### config.mk
export PLATFORM = sky130hd
export DESIGN_NAME = card_door_access_controller_flat
export DESIGN_NICKNAME = d
export VERILOG_FILES = /design/src/hdl/cdac_pkg.sv /design/src/hdl/cdac_in_if.sv /design/src/hdl/cdac_out_if.sv /design/src/hdl/card_door_access_controller.sv /design/src/hdl/cdac_cfg_regs.sv /design/src/hdl/cdac_eval.sv /design/src/flat_wrapper.sv
export SDC_FILE = /design/constraint.sdc
export NUM_CORES = 1
export LEC_CHECK = 0
export ABC_CLOCK_PERIOD_IN_PS = 9750
export BUFFER_PORTS_ARGS = -buffer_cell sky130_fd_sc_hd__buf_2
export CAP_MARGIN = 5
export CORE_MARGIN = 3
export CORE_UTILIZATION = 52
export DETAILED_ROUTE_END_ITERATION = 12
export GPL_TIMING_DRIVEN = 0
export HOLD_SLACK_MARGIN = 0.12
export PLACE_DENSITY = 0.71
export SYNTH_ARGS = -nofsm -noshare
export SYNTH_HDL_FRONTEND = slang
export SYNTH_SLANG_ARGS = --single-unit
export TNS_END_PERCENT = 20
### constraint.sdc
create_clock -name i_clk -period 9.75 [get_ports i_clk]
set_input_delay 1.4625 -clock i_clk [delete_from_list [all_inputs] [get_ports i_clk]]
set_output_delay 1.4625 -clock i_clk [all_outputs]
set_load 0.005 [all_outputs]
### src/hdl/cdac_pkg.sv
// Shared types, sizes, register codes and reset values for the card door
// access controller. No dependencies; every other file imports this package.
package cdac_pkg;

    localparam int DOOR_COUNT   = 3;
    localparam int USER_ENTRIES = 3;
    localparam int TIME_BITS    = 32;

    localparam int UID_W       = 32;
    localparam int UID_SLOTS   = 3;
    localparam int DOOR_CODE_W = 2;
    localparam int CLOSE_W     = 3;
    localparam int MS_W        = 16;
    localparam int NOW_W       = 32;
    localparam int CFG_IDX_W   = 3;
    localparam int CFG_DATA_W  = 32;

    localparam logic [MS_W-1:0]                  RST_SCAN_INTERVAL = 16'd1000;
    localparam logic [MS_W-1:0]                  RST_OPEN_TIME     = 16'd5000;
    localparam logic [UID_W-1:0]                 RST_UID_A         = 32'hED896D05;
    localparam logic [UID_W-1:0]                 RST_UID_B         = 32'hCCEF4B06;
    localparam logic [UID_W-1:0]                 RST_UID_C         = 32'h11223344;
    localparam logic [UID_SLOTS*DOOR_CODE_W-1:0] RST_DOOR_MAP      = 6'd36;

    typedef enum logic [CFG_IDX_W-1:0] {
        CFG_MONITOR_ENABLE = 3'd0,
        CFG_SCAN_INTERVAL  = 3'd1,
        CFG_OPEN_TIME      = 3'd2,
        CFG_USER_UID_A     = 3'd3,
        CFG_USER_UID_B     = 3'd4,
        CFG_USER_UID_C     = 3'd5,
        CFG_USER_DOOR_MAP  = 3'd6
    } t_cfg_reg;

    typedef logic [TIME_BITS-1:0] t_time;

    typedef struct packed {
        logic                                 monitor_enable;
        logic [MS_W-1:0]                      scan_interval_ms;
        logic [MS_W-1:0]                      open_time_ms;
        logic [UID_SLOTS-1:0][UID_W-1:0]      user_uid;
        logic [UID_SLOTS*DOOR_CODE_W-1:0]     user_door_map;
    } t_cfg;

    typedef struct packed {
        logic [NOW_W-1:0] now_ms;
        logic             read_ok;
        logic [UID_W-1:0] card_uid;
    } t_in_item;

    typedef struct packed {
        logic [CLOSE_W-1:0]     close_mask;
        logic                   open_valid;
        logic [DOOR_CODE_W-1:0] open_door;
        logic                   scan_taken;
    } t_result;

    typedef struct packed {
        logic [DOOR_COUNT-1:0][TIME_BITS-1:0] deadline;
        t_time                                last_scan;
    } t_state;

endpackage

### src/hdl/cdac_in_if.sv
// Input channel: one processing call (time, read outcome, card UID).
// Depends on cdac_pkg for field widths.
interface cdac_in_if;
    import cdac_pkg::*;

    logic             valid;
    logic             ready;
    logic [NOW_W-1:0] now_ms;
    logic             read_ok;
    logic [UID_W-1:0] card_uid;

    modport source (output valid, now_ms, read_ok, card_uid, input ready);
    modport sink   (input valid, now_ms, read_ok, card_uid, output ready);
endinterface

### src/hdl/cdac_out_if.sv
// Output channel: one result per call (door closes, door open, scan flag).
// Depends on cdac_pkg for field widths.
interface cdac_out_if;
    import cdac_pkg::*;

    logic                   valid;
    logic                   ready;
    logic [CLOSE_W-1:0]     close_mask;
    logic                   open_valid;
    logic [DOOR_CODE_W-1:0] open_door;
    logic                   scan_taken;

    modport source (output valid, close_mask, open_valid, open_door, scan_taken,
                    input ready);
    modport sink   (input valid, close_mask, open_valid, open_door, scan_taken,
                    output ready);
endinterface

### src/hdl/card_door_access_controller.sv
// Card door access controller, top level.
// Depends on cdac_pkg, cdac_in_if, cdac_out_if, cdac_cfg_regs and cdac_eval.
//
// Usage: each transfer on i_in is one processing call carrying the current
// millisecond time, a read-ok flag and the card UID. Each call produces
// exactly one transfer on o_out: the doors whose close deadline was reached,
// the door opened by a matching card (if any) and whether the scan was taken.
// Configuration registers are written through i_cfg_we/i_cfg_idx/i_cfg_data
// while the block is idle; an index beyond the register list is ignored.
//
// A call is captured in the input register, evaluated in one pass against the
// door deadlines and last scan time, and written to the result register
// together with the state update. Throughput is one call per cycle while
// o_out is not stalled; the state loop closes within that one evaluation pass.
// When o_out is stalled the result register holds and the input register
// still takes one more call; i_in.ready drops only when both are full.
// Synchronous reset clears the deadlines (all doors inactive), the last scan
// time, both pipeline valids, and loads the register defaults.
module card_door_access_controller (
    input  logic                            i_clk,
    input  logic                            i_rst_n,
    cdac_in_if.sink                         i_in,
    cdac_out_if.source                      o_out,
    input  logic                            i_cfg_we,
    input  logic [cdac_pkg::CFG_IDX_W-1:0]  i_cfg_idx,
    input  logic [cdac_pkg::CFG_DATA_W-1:0] i_cfg_data
);
    import cdac_pkg::*;

    t_cfg     w_cfg;
    t_in_item w_in_item;
    t_result  w_res;
    t_state   w_state_nx;

    logic     r_item_vld;
    t_in_item r_item;
    logic     r_res_vld;
    t_result  r_res;
    t_state   r_state;

    logic     w_res_free;
    logic     w_fire;
    logic     w_in_xfer;

    cdac_cfg_regs u_cfg (
        .i_clk      (i_clk),
        .i_rst_n    (i_rst_n),
        .i_cfg_we   (i_cfg_we),
        .i_cfg_idx  (i_cfg_idx),
        .i_cfg_data (i_cfg_data),
        .o_cfg      (w_cfg)
    );

    cdac_eval u_eval (
        .i_cfg   (w_cfg),
        .i_state (r_state),
        .i_item  (r_item),
        .o_res   (w_res),
        .o_state (w_state_nx)
    );

    assign w_in_item.now_ms   = i_in.now_ms;
    assign w_in_item.read_ok  = i_in.read_ok;
    assign w_in_item.card_uid = i_in.card_uid;

    assign w_res_free = !r_res_vld || o_out.ready;
    assign w_fire     = r_item_vld && w_res_free;
    assign i_in.ready = !r_item_vld || w_res_free;
    assign w_in_xfer  = i_in.valid && i_in.ready;

    always_ff @(posedge i_clk) begin
        if (!i_rst_n) begin
            r_item_vld <= 1'b0;
            r_res_vld  <= 1'b0;
            r_state    <= '0;
        end else begin
            if (w_in_xfer)
                r_item_vld <= 1'b1;
            else if (w_fire)
                r_item_vld <= 1'b0;

            if (w_fire)
                r_res_vld <= 1'b1;
            else if (o_out.ready)
                r_res_vld <= 1'b0;

            // advance state only when the call moves into the result register
            if (w_fire)
                r_state <= w_state_nx;
        end
    end

    always_ff @(posedge i_clk) begin
        if (w_in_xfer)
            r_item <= w_in_item;
        if (w_fire)
            r_res <= w_res;
    end

    assign o_out.valid      = r_res_vld;
    assign o_out.close_mask = r_res.close_mask;
    assign o_out.open_valid = r_res.open_valid;
    assign o_out.open_door  = r_res.open_door;
    assign o_out.scan_taken = r_res.scan_taken;

    a_state_hold: assert property (@(posedge i_clk) disable iff (!i_rst_n)
        !w_fire |=> $stable(r_state))
        else $error("state changed without an evaluated call");

    a_open_needs_scan: assert property (@(posedge i_clk) disable iff (!i_rst_n)
        r_res_vld |-> (!r_res.open_valid || r_res.scan_taken))
        else $error("door opened without taking the scan");

    a_open_door_range: assert property (@(posedge i_clk) disable iff (!i_rst_n)
        (r_res_vld && r_res.open_valid) |->
            ({1'b0, r_res.open_door} < (DOOR_CODE_W+1)'(DOOR_COUNT)))
        else $error("opened door index out of range");

    a_stage_drains: assert property (@(posedge i_clk) disable iff (!i_rst_n)
        (r_item_vld && !r_res_vld) |=> r_res_vld)
        else $error("pending call not moved to result register");

    a_scan_time: assert property (@(posedge i_clk) disable iff (!i_rst_n)
        (w_fire && w_res.scan_taken) |=>
            (r_state.last_scan == $past(r_item.now_ms[TIME_BITS-1:0])))
        else $error("last scan time not updated on taken scan");
endmodule

### src/hdl/cdac_cfg_regs.sv
// Configuration register file written through the plain write port.
// Depends on cdac_pkg (t_cfg, register codes, reset values).
module cdac_cfg_regs (
    input  logic                            i_clk,
    input  logic                            i_rst_n,
    input  logic                            i_cfg_we,
    input  logic [cdac_pkg::CFG_IDX_W-1:0]  i_cfg_idx,
    input  logic [cdac_pkg::CFG_DATA_W-1:0] i_cfg_data,
    output cdac_pkg::t_cfg                  o_cfg
);
    import cdac_pkg::*;

    t_cfg r_cfg;
    t_cfg n_cfg;

    always_comb begin
        n_cfg = r_cfg;
        if (i_cfg_we) begin
            case (i_cfg_idx)
                CFG_MONITOR_ENABLE: n_cfg.monitor_enable   = i_cfg_data[0];
                CFG_SCAN_INTERVAL:  n_cfg.scan_interval_ms = i_cfg_data[MS_W-1:0];
                CFG_OPEN_TIME:      n_cfg.open_time_ms     = i_cfg_data[MS_W-1:0];
                CFG_USER_UID_A:     n_cfg.user_uid[0]      = i_cfg_data[UID_W-1:0];
                CFG_USER_UID_B:     n_cfg.user_uid[1]      = i_cfg_data[UID_W-1:0];
                CFG_USER_UID_C:     n_cfg.user_uid[2]      = i_cfg_data[UID_W-1:0];
                CFG_USER_DOOR_MAP:
                    n_cfg.user_door_map = i_cfg_data[UID_SLOTS*DOOR_CODE_W-1:0];
                default: ;
            endcase
        end
    end

    always_ff @(posedge i_clk) begin
        if (!i_rst_n) begin
            r_cfg.monitor_enable   <= 1'b0;
            r_cfg.scan_interval_ms <= RST_SCAN_INTERVAL;
            r_cfg.open_time_ms     <= RST_OPEN_TIME;
            r_cfg.user_uid[0]      <= RST_UID_A;
            r_cfg.user_uid[1]      <= RST_UID_B;
            r_cfg.user_uid[2]      <= RST_UID_C;
            r_cfg.user_door_map    <= RST_DOOR_MAP;
        end else begin
            r_cfg <= n_cfg;
        end
    end

    assign o_cfg = r_cfg;
endmodule

### src/hdl/cdac_eval.sv
// Single-pass evaluation of one call: deadline closes, scan gating, UID match
// and new door deadline. Pure logic. Depends on cdac_pkg.
module cdac_eval (
    input  cdac_pkg::t_cfg     i_cfg,
    input  cdac_pkg::t_state   i_state,
    input  cdac_pkg::t_in_item i_item,
    output cdac_pkg::t_result  o_res,
    output cdac_pkg::t_state   o_state
);
    import cdac_pkg::*;

    t_time                  w_now;
    t_time                  w_elapsed;
    t_time                  w_new_deadline;
    logic [DOOR_COUNT-1:0]  w_close;
    logic                   w_take;
    logic                   w_found;
    logic [DOOR_CODE_W-1:0] w_door;
    logic                   w_open;

    assign w_now          = i_item.now_ms[TIME_BITS-1:0];
    assign w_elapsed      = w_now - i_state.last_scan;
    assign w_take         = i_cfg.monitor_enable &&
                            (w_elapsed >= TIME_BITS'(i_cfg.scan_interval_ms));
    assign w_new_deadline = w_now + TIME_BITS'(i_cfg.open_time_ms);

    // first matching entry wins, even when its door code opens nothing
    always_comb begin
        w_found = 1'b0;
        w_door  = '0;
        for (int e = 0; e < USER_ENTRIES; e++) begin
            if (!w_found && (i_item.card_uid == i_cfg.user_uid[e])) begin
                w_found = 1'b1;
                w_door  = i_cfg.user_door_map[e*DOOR_CODE_W +: DOOR_CODE_W];
            end
        end
    end

    assign w_open = w_take && i_item.read_ok && w_found &&
                    ({1'b0, w_door} < (DOOR_CODE_W+1)'(DOOR_COUNT));

    always_comb begin
        o_state.last_scan = w_take ? w_now : i_state.last_scan;
        for (int d = 0; d < DOOR_COUNT; d++) begin
            // zero means inactive; the compare is plain unsigned, not modular
            w_close[d] = (i_state.deadline[d] != '0) && (w_now >= i_state.deadline[d]);
            o_state.deadline[d] = w_close[d] ? '0 : i_state.deadline[d];
            if (w_open && (w_door == DOOR_CODE_W'(d)))
                o_state.deadline[d] = w_new_deadline;
        end
    end

    for (genvar b = 0; b < CLOSE_W; b++) begin : g_mask
        if (b < DOOR_COUNT) begin : g_door
            assign o_res.close_mask[b] = w_close[b];
        end else begin : g_none
            assign o_res.close_mask[b] = 1'b0;
        end
    end

    assign o_res.open_valid = w_open;
    assign o_res.open_door  = w_open ? w_door : '0;
    assign o_res.scan_taken = w_take;
endmodule

### src/flat_wrapper.sv
// flat-port wrapper written by rule: the top's interface ports become plain ports
module card_door_access_controller_flat import cdac_pkg::*;
  (i_clk, i_rst_n, i_cfg_we, i_cfg_idx, i_cfg_data, i_in_valid, i_in_now_ms, i_in_read_ok, i_in_card_uid, i_in_ready, o_out_valid, o_out_close_mask, o_out_open_valid, o_out_open_door, o_out_scan_taken, o_out_ready);
  cdac_in_if i_in_i ();
  cdac_out_if o_out_i ();
  input  logic i_clk;
  input  logic i_rst_n;
  input  logic i_cfg_we;
  input  logic [cdac_pkg::CFG_IDX_W-1:0] i_cfg_idx;
  input  logic [cdac_pkg::CFG_DATA_W-1:0] i_cfg_data;
  input wire logic [$bits(i_in_i.valid)-1:0] i_in_valid;
  input wire logic [$bits(i_in_i.now_ms)-1:0] i_in_now_ms;
  input wire logic [$bits(i_in_i.read_ok)-1:0] i_in_read_ok;
  input wire logic [$bits(i_in_i.card_uid)-1:0] i_in_card_uid;
  output wire logic [$bits(i_in_i.ready)-1:0] i_in_ready;
  output wire logic [$bits(o_out_i.valid)-1:0] o_out_valid;
  output wire logic [$bits(o_out_i.close_mask)-1:0] o_out_close_mask;
  output wire logic [$bits(o_out_i.open_valid)-1:0] o_out_open_valid;
  output wire logic [$bits(o_out_i.open_door)-1:0] o_out_open_door;
  output wire logic [$bits(o_out_i.scan_taken)-1:0] o_out_scan_taken;
  input wire logic [$bits(o_out_i.ready)-1:0] o_out_ready;
  assign i_in_i.valid = i_in_valid;
  assign i_in_i.now_ms = i_in_now_ms;
  assign i_in_i.read_ok = i_in_read_ok;
  assign i_in_i.card_uid = i_in_card_uid;
  assign i_in_ready = i_in_i.ready;
  assign o_out_valid = o_out_i.valid;
  assign o_out_close_mask = o_out_i.close_mask;
  assign o_out_open_valid = o_out_i.open_valid;
  assign o_out_open_door = o_out_i.open_door;
  assign o_out_scan_taken = o_out_i.scan_taken;
  assign o_out_i.ready = o_out_ready;
  card_door_access_controller u_core (.i_clk(i_clk), .i_rst_n(i_rst_n), .i_in(i_in_i), .o_out(o_out_i), .i_cfg_we(i_cfg_we), .i_cfg_idx(i_cfg_idx), .i_cfg_data(i_cfg_data));
endmodule
**Word-level counts from Yosys, hierarchy flattened**

Index checks and enable logic that the tools add are counted.

- Register bits: 337
- Input port bits: 105
- Output and inout port bits: 9
- Word-level logic and storage cells: 95

- Add/subtract/negate cells: 2
- $lt $le $gt $ge: 5
- Eq/ne operators: 11
- Muxes and demuxes: 16
- Reductions and logical operators: 41

Operator list:

| operator | number |
|---|---|
| $mux W32 | 6 |
| $eq A32 B32 Y1 | 3 |
| $ge A32 B32 Y1 | 3 |
| $reduce_bool A32 Y1 | 3 |
| $add A32 B16 Y32 | 1 |
| $ge A32 B16 Y1 | 1 |
| $sub A32 B32 Y32 | 1 |
| $reduce_and A2 Y1 | 11 |
| $logic_and A1 B1 Y1 | 14 |
| $reduce_bool A2 Y1 | 5 |
| $eq A3 B3 Y1 const B | 3 |
| $mux W1 | 7 |
| $eq A3 B2 Y1 const B | 2 |
| $mux W2 | 3 |
| $logic_not A1 Y1 | 4 |
| $eq A3 B1 Y1 const B | 1 |
| $logic_not A3 Y1 | 1 |
| $eq A2 B1 Y1 const B | 1 |
| $eq A2 B2 Y1 const B | 1 |
| $logic_not A2 Y1 | 1 |
| $logic_or A1 B1 Y1 | 2 |
| $lt A2 B2 Y1 const B | 1 |

**Longest topological paths before layout**

Gate-level depths: netlist of run 1.

- Word-level depth: 13
- Gate-level depth with buffers: 21
- Gate-level depth less buffers: 20

**Cells and area by module**

A second synthesis of run 1 with hierarchy kept.

- Cell total of the unflattened synthesis: 2454
- Area, all modules: 22068.7 µm²

Modules (own cells, without submodules):

| module | times used | cells each | area an instance (µm²) | sequential area each (µm²) |
|---|---|---|---|---|
| cdac_eval | 1 | 1304 | 9301.4 | 0.0 |
| card_door_access_controller | 1 | 637 | 7385.8 | 4764.6 |
| cdac_cfg_regs | 1 | 513 | 5381.4 | 2702.6 |

**Worst setup path after synthesis of run 1**

No wires, ideal clock.

- Path kind: register to register
- From: reg u_core.r_item[33] in the netlist's numbering
- To: reg u_core.r_state[10] in the netlist's numbering
- Setup time: 0.120 ns
- Arrival: 4.307 ns
- Data required time: 9.630 ns
- Setup slack: 5.323 ns
- Cell stages (with the launch flop): 22
- Period minus slack after synthesis: 4.427 ns
- Cell sequence: edfxtp_1 inv_1 ha_1 fa_1 nand2b_1 a21oi_1 o21a_1 nor2_1 o21ai_0 xor2_1 ha_1 a21o_1 a2111oi_0 o2111a_1 nand4_1 nor3_1 and4_1 nand4b_1 nor4_4 a211oi_2 buf_6 mux2i_1

- Word-level cells in the longest chain between the ends: 4

Ends and longest elaborated chain:

| what | RTL line | text |
|---|---|---|
| from (decl) | card_door_access_controller.sv:36 | `t_in_item r_item;` |
| from (signal assigned) | card_door_access_controller.sv:95 | `r_item <= w_in_item;` |
| $sub A32 B32 Y32 | cdac_eval.sv:22 | `assign w_elapsed = w_now - i_state.last_scan;` |
| $ge A32 B16 Y1 | cdac_eval.sv:24 | `(w_elapsed >= TIME_BITS'(i_cfg.scan_interval_ms));` |
| $logic_and A1 B1 Y1 | cdac_eval.sv:23 | `assign w_take = i_cfg.monitor_enable &&` |
| $reduce_and A2 Y1 (no line) | -- |  |
| to (signal assigned) | card_door_access_controller.sv:89 | `r_state <= w_state_nx;` |
| to (decl) | card_door_access_controller.sv:39 | `t_state r_state;` |

No other way between the ends.
A chain may end at the register's enable or synchronous reset.

**Worst setup path in the final report of run 1**

- From: reg u_core.r_item[34] in the netlist's numbering
- To: reg u_core.r_state[45] in the netlist's numbering

- Word-level cells in the longest chain between the ends: 9
- Elaborated cells on any way between the ends: 13
- Those cells by class: 2 x add/sub; 2 x order compare; 1 x mux; 8 x reduce/logical

Ends and longest elaborated chain:

| what | RTL line | text |
|---|---|---|
| $sub A32 B32 Y32 | cdac_eval.sv:22 |  |
| $ge A32 B16 Y1 | cdac_eval.sv:24 |  |
| $logic_and A1 B1 Y1 | cdac_eval.sv:23 |  |
| $logic_and A1 B1 Y1 (3 in series) | cdac_eval.sv:39 | `assign w_open = w_take && i_item.read_ok && w_found &&` |
| $logic_and A1 B1 Y1 | cdac_eval.sv:48 | `if (w_open && (w_door == DOOR_CODE_W'(d)))` |
| $reduce_bool A2 Y1 (no line) | -- |  |
| $reduce_and A2 Y1 (no line) | -- |  |

Several ways; a longest one is shown, not always the timed one.

==> reports/results.ini, run 1 <==
[synth]
synth_cell_types = 85
synthXorXnorAreaFrac = 0.0646
async_flop_share = 0
syn_nets = 2481
yosys.area_share.simple = 0.198
synth-edff-count = 72
yosys_warnings = 0
netlist_instances = 2215
ys_ff_latch = 337
ys_seq_area_frac = 0.388
post_synth.cell_area_avg_um2 = 8.69
synth_area_um2 = 19300
synth_flop_cell = dfxtp_1
synth_mux_area_frac = 0.0731
synth_top_family_by_area = simple AND/OR/NAND/NOR gates
synth_compound_area_frac = 0.116
synthAdderAreaFrac = 0.105

[floorplan]
die_w_um = 198
rows = 69
core_area_um2 = 36000
die_area_um2 = 39400
initial_utilization = 0.535
io_pins = 114
die_y_um = 198

[hold_path]
hold-path-endpoint = u_core.u_cfg.o_cfg[132]$_SDFFE_PN0P_
hp-start = u_core.u_cfg.o_cfg[132]$_SDFFE_PN0P_
hp-class = reg2reg
whs_path_depth = 2

[worst_setup_path]
ff2ff_path_depth = 18
max_stage_delay_ns = 0.62
start_kind = register
worstPathArrival_ns = 6.24
startpoint = u_core.r_item[34]$_DFFE_PP_
crit_path_top_delay_cell = edfxtp_1
regToRegStartpoint = u_core.r_item[34]$_DFFE_PP_
crit_path_cell_trace = inv_1, fa_1, nand2b_1, a21oi_1, o21a_1, nor2_1, o21ai_0, xor2_1, ha_1, a21o_1, a2111oi_0, o2111ai_1, nor4_1, and4b_1, nand4_2, o2111ai_4, buf_6, mux2i_1
worst_ep_required_time_ns = 10.24
critPathBufInv = 2
cp-end-kind = register
regToRegSetupSlack_ns = 4.00
crit_cells = 18
cp_top_family = compound AO/OA/AOI/OAI gates
cp_max_fo = 10
path_class = reg2reg
reg2reg_to = u_core.r_state[45]$_SDFFE_PN0P_

[place]
finalWeightedCongestion = 0.973
hpwl_mm = 43.8
portBuffers = 113

[clock_network]
htree_levels = 2
cts_buffers = 38
clk_latency_ns = 0.59
ctsResizeCount = 0
clock-root-buffer = clkbuf_16
path_clk_slew_ns = 0.06
hold_buffers = 0
cts_sinks = 337
cts_buffer_depth = 3
cts_tree = yes
cts_setup_buffers = 0

[timing]
skew_ns = 0.0342
tightest_slew_ns = 1.02
max_freq_mhz = 174
period_share = 0.590
fin_crit_ns = 5.75
slew_viol_final = 0
setup_violations = 0
hold_ws_ns = 0.451
maxSlewHeadroom = 0.318
setup_tns_ns = 0
hold_violations = 0
rsz0062_at_grt = no

[drt]
dr.pass1.iters = 5
wl_per_cell_um = 20.4
num_vias = 16700
viasPerCell = 5.84
drc = 0
drtIter0Drc = 1404
drt_wl_total_mm = 58.3
antenna_left = 0

[layout]
nets = 2635
n_fill_cell = 3186
layout_commonest_cell = nand2_1
layout_common_cells = nand2_1, dfxtp_1, inv_1, ha_1, a21oi_1
areaGrowthSynthToFinish_pct = 12.5
drive_above_1_share = 0.0950

[flow_run]
cap_viol_max_count = 0

[grt]
grt_pass1_vias = 16000
grt_max_degree = 66
grt_pass1_wl_mm = 89.7
overflow = 0
antenna_found_initial = 0
grt_use_total = 0.294

[pwr]
ir_worst_vdd_mv = 0.165
p_per_area_nw_per_um2 = 154
power.static_leakage_nw = 9.01

[outcome]
status = completed

[worst max-delay path by stage]
stage / to / slack [ns]
CTS: u_core.r_state[45]$_SDFFE_PN0P_ / 4.07
global placement: u_core.r_state[45]$_SDFFE_PN0P_ / 4.24
floorplan: u_core.r_state[10]$_SDFFE_PN0P_ / 5.32
global route: u_core.r_state[45]$_SDFFE_PN0P_ / 3.63
detailed placement: u_core.r_state[45]$_SDFFE_PN0P_ / 4.15
finish: u_core.r_state[45]$_SDFFE_PN0P_ / 4.00
[synthesized netlist by cell type (9+ instances only)]
cell type | number | area, um^2
nor3_1 | 23 | 115
inv_1 | 166 | 623
a31oi_1 | 9 | 56.3
o21a_1 | 16 | 120
clkbuf_1 | 63 | 236
mux2i_1 | 138 | 1380
o211ai_1 | 10 | 75.1
xnor2_1 | 57 | 499
o21ai_0 | 51 | 255
nand2_1 | 503 | 1890
xor2_1 | 85 | 744
nand4_1 | 48 | 300
dfxtp_1 | 265 | 5310
nor4_1 | 49 | 307
a21o_1 | 42 | 315
a211oi_1 | 12 | 90.1
buf_6 | 13 | 146
nand2b_1 | 26 | 163
and3_1 | 11 | 68.8
nor2_1 | 65 | 244
nand3_1 | 58 | 290
ha_1 | 159 | 1990
a21oi_1 | 141 | 706
nor2b_1 | 10 | 62.6
edfxtp_1 | 72 | 2160
[final cells by class]
| cell class | instances | area [um^2] | share of cell area |
|---|---|---|---|
| antenna | 1 | 2.50 | 0.000116 |
| buffer | 84 | 428 | 0.0198 |
| clock buffer | 51 | 1060 | 0.0489 |
| clock inverter | 19 | 193 | 0.00890 |
| inverter | 167 | 627 | 0.0289 |
| timing repair buffer | 114 | 571 | 0.0263 |
| multi-input combinational | 1627 | 10700 | 0.496 |
| sequential | 337 | 7470 | 0.345 |
| tap | 461 | 577 | 0.0266 |
[stage by stage]
stage | cells | instance area (um^2) | utilization | setup WS, ns | total power (W)
2_1_floorplan | 2215 | 19300 | - | 5.32 | 0.00177
3_3_place_gp | 2789 | 20400 | 0.567 | 4.24 | 0.00191
3_5_place_dp | 2790 | 20400 | 0.567 | 4.15 | 0.00192
4_1_cts | 2860 | 21700 | 0.602 | 4.07 | 0.00334
5_1_grt | 2860 | 21700 | 0.602 | 3.63 | 0.00345
6_report | 2861 | 21700 | 0.602 | 4.00 | 0.00333
[layer usage]
metal	up-vias	track usage	wire length [um]
li1	7971	-	-
met1	7906	0.405	25300
met2	681	0.460	25700
met3	141	0.0547	5090
met4	0	0.115	2130
met5	-	0	0
[report_power, final]
part	switching [W]	internal [W]
sequential	0.0000526	0.00146
combinational	0.000241	0.000144
clock	0.000629	0.000805
total	0.000922	0.00241
[cells by family after synthesis]
family / after synthesis
AND/OR/NAND/NOR: 840
AO/OA/AOI/OAI: 344
flip-flops: 337
buffers and inverters: 251
adder cells (fa/ha/maj): 161
XOR/XNOR: 142
multiplexers: 140
[sequential cells by signal, summed over array words and instances, names as in the netlist]
register and count:
u_core.o_out.close_mask 3, u_core.o_out.open_door 2, u_core.o_out.open_valid 1, u_core.o_out.scan_taken 1, u_core.o_out.valid 1, u_core.r_item 65
u_core.r_item_vld 1, u_core.r_state 128, u_core.u_cfg.o_cfg 135
[worst reg2reg max path, stage by stage, from the launching register on]
cell	delay [ns]
edfxtp_1	0.62
inv_1	0.20
fa_1	0.47
nand2b_1	0.18
a21oi_1	0.37
o21a_1	0.22
nor2_1	0.07
o21ai_0	0.22
xor2_1	0.25
ha_1	0.29
a21o_1	0.22
a2111oi_0	0.59
o2111ai_1	0.21
nor4_1	0.25
and4b_1	0.26
nand4_2	0.22
o2111ai_4	0.54
buf_6	0.27
mux2i_1	0.21
No activity file was read; power rests on OpenSTA's default activity.
==> inputs of run 2 (changes only) <==
--- a/config.mk
+++ b/config.mk
@@ -5,7 +5,7 @@
 export SDC_FILE = /design/constraint.sdc
 export NUM_CORES = 1
 export LEC_CHECK = 0
-export ABC_CLOCK_PERIOD_IN_PS = 9750
+export ABC_CLOCK_PERIOD_IN_PS = 5950
 export BUFFER_PORTS_ARGS = -buffer_cell sky130_fd_sc_hd__buf_2
 export CAP_MARGIN = 5
 export CORE_MARGIN = 3
==> constraint.sdc (replaced) <==
create_clock -name i_clk -period 5.95 [get_ports i_clk]
set_input_delay 0.8925 -clock i_clk [delete_from_list [all_inputs] [get_ports i_clk]]
set_output_delay 0.8925 -clock i_clk [all_outputs]
set_load 0.005 [all_outputs]
==> run 2 against run 1 <==
  * Utilization increased by 0.24 points
  * Critical path depth increased by 2
  * Hold slack about the same
  * Cell count increased by 0.21%
  * Clock power increased by 64%
  * Sequential power increased by 64%
  * Count of clock-buffer cells in the layout unchanged
  * Largest cell class unchanged
  * Largest power group unchanged
  * Highest routed layer unchanged
==> reports/results.ini, run 2 (synthesis results as in run 1) <==
[outcome]
status = completed

[worst_setup_path]
worstPathArrival_ns = 5.84
worst_ep_required_time_ns = 6.40
path_class = reg2reg
start_kind = register
regToRegStartpoint = u_core.r_item[34]$_DFFE_PP_
startpoint = u_core.r_item[34]$_DFFE_PP_
cp_max_fo = 10
cp-end-kind = register

[timing]
setup_tns_ns = 0
tightest_slew_ns = 1.01
period_share = 0.907
max_freq_mhz = 185
maxSlewHeadroom = 0.326
skew_ns = 0.0334
fin_crit_ns = 5.39
hold_violations = 0
slew_viol_final = 0
setup_ws_ns = 0.555
rsz0062_at_grt = no
setup_violations = 0

[clock_network]
cts_buffer_depth = 3
clk_latency_ns = 0.59
cts_tree = yes
htree_levels = 2
cts_buffers = 38
clock-root-buffer = clkbuf_16
cts_sinks = 337
path_clk_slew_ns = 0.06

[hold_path]
hp-class = reg2reg
hp-start = u_core.u_cfg.o_cfg[132]$_SDFFE_PN0P_

[grt]
grt_pass1_vias = 16000
antenna_found_initial = 0
grt_max_degree = 66
grt_pass1_wl_mm = 89.7
grt_use_total = 0.294
overflow = 0

[pwr]
finalPower_w = 0.00546
p_per_area_nw_per_um2 = 251
power.static_leakage_nw = 9.06
ir_worst_vdd_mv = 0.271

[place]
pre_cts_slack_ns = 0.345
portBuffers = 113
finalWeightedCongestion = 0.973
hpwl_mm = 43.8

[floorplan]
die_w_um = 198
initial_utilization = 0.535
die_area_um2 = 39400
die_y_um = 198
core_area_um2 = 36000
io_pins = 114
rows = 69

[layout]
layout_commonest_cell = nand2_1
nets = 2641
drive_above_1_share = 0.0977
largest_reg_flops = 135
areaGrowthSynthToFinish_pct = 12.9
post-route-util = 0.604
layout_common_cells = nand2_1, dfxtp_1, inv_1, ha_1, a21oi_1

[drt]
viasPerCell = 5.82
num_vias = 16700
drt_wl_total_mm = 58.1
drc = 0
wl_per_cell_um = 20.3
drtIter0Drc = 1482
antenna_left = 0
dr.pass1.iters = 6

[flow_run]
cap_viol_max_count = 0

==> run 2: cell types whose count changed in the layout (fill, tap and decap cells not counted) <==
| cell | previous run | this run |
|---|---|---|
| buf_4 | 2 | 5 |
| a21oi_2 | 2 | 3 |
| a21oi_1 | 141 | 140 |
| buf_12 | 0 | 3 |
==> run 2: path summary, 6_finish.rpt <==
check	cells past startpoint	end	slack, ns
min reg2reg	2	u_core.u_cfg.o_cfg[132]$_SDFFE_PN0P_	0.45
min	2	u_core.u_cfg.o_cfg[132]$_SDFFE_PN0P_	0.45
max	20	u_core.r_state[18]$_SDFFE_PN0P_	0.56
max reg2reg	20	u_core.r_state[18]$_SDFFE_PN0P_	0.56
==> run 2: power by group <==
| part | internal, W | leakage [nW] | switching [W] |
|---|---|---|---|
| clock | 0.00132 | 0.615 | 0.00103 |
| sequential | 0.00239 | 2.84 | 0.0000859 |
| combinational | 0.000236 | 5.60 | 0.000394 |
==> run 2: per-layer routing <==
metal	GRT usage	vias up	wire (um)
met2	0.460	700	25700
met1	0.405	7870	25300
met4	0.115	0	1990
li1	-	7986	-
met3	0.0547	133	5150
met5	0	-	0
==> run 2: through the flow <==
stage | instances | instance area (um^2) | hold WS (ns)
floorplan | 2215 | 19300 | 0.435
global placement | 2789 | 20400 | 0.442
detailed placement | 2790 | 20400 | 0.447
CTS | 2860 | 21700 | 0.455
global route | 2866 | 21700 | 0.460
finish | 2867 | 21700 | 0.451
==> run 2: final cells by class <==
| class | count | area (um^2) |
|---|---|---|
| tap | 461 | 577 |
| clock inverter | 19 | 193 |
| buffer | 84 | 428 |
| multi-input combinational | 1627 | 10700 |
| fill | 3173 | 14300 |
| antenna | 1 | 2.50 |
| timing repair buffer | 120 | 653 |
| sequential | 337 | 7470 |
| inverter | 167 | 627 |
| clock buffer | 51 | 1060 |
==> run 2: critical path, stage by stage, from the launching register on <==
cell	delay (ns)
edfxtp_1	0.61
inv_1	0.19
fa_1	0.47
nand2b_1	0.19
a21oi_2	0.27
o21a_1	0.19
nor2_1	0.07
o21ai_0	0.21
xor2_1	0.25
ha_1	0.29
a21o_1	0.22
a2111oi_0	0.45
o2111a_1	0.29
nand4_1	0.11
nor3_1	0.17
and4_1	0.21
nand4b_1	0.16
nor4_4	0.25
a211oi_2	0.26
buf_6	0.25
mux2i_1	0.12
==> run 2: repair_timing <==
| item | CTS | global route |
|---|---|---|
| resized for setup | 0 | 1 |
| buffers inserted | 0 | 6 |
| endpoints found under the setup margin | 0 | 90 |
| hold buffers | 0 | 0 |
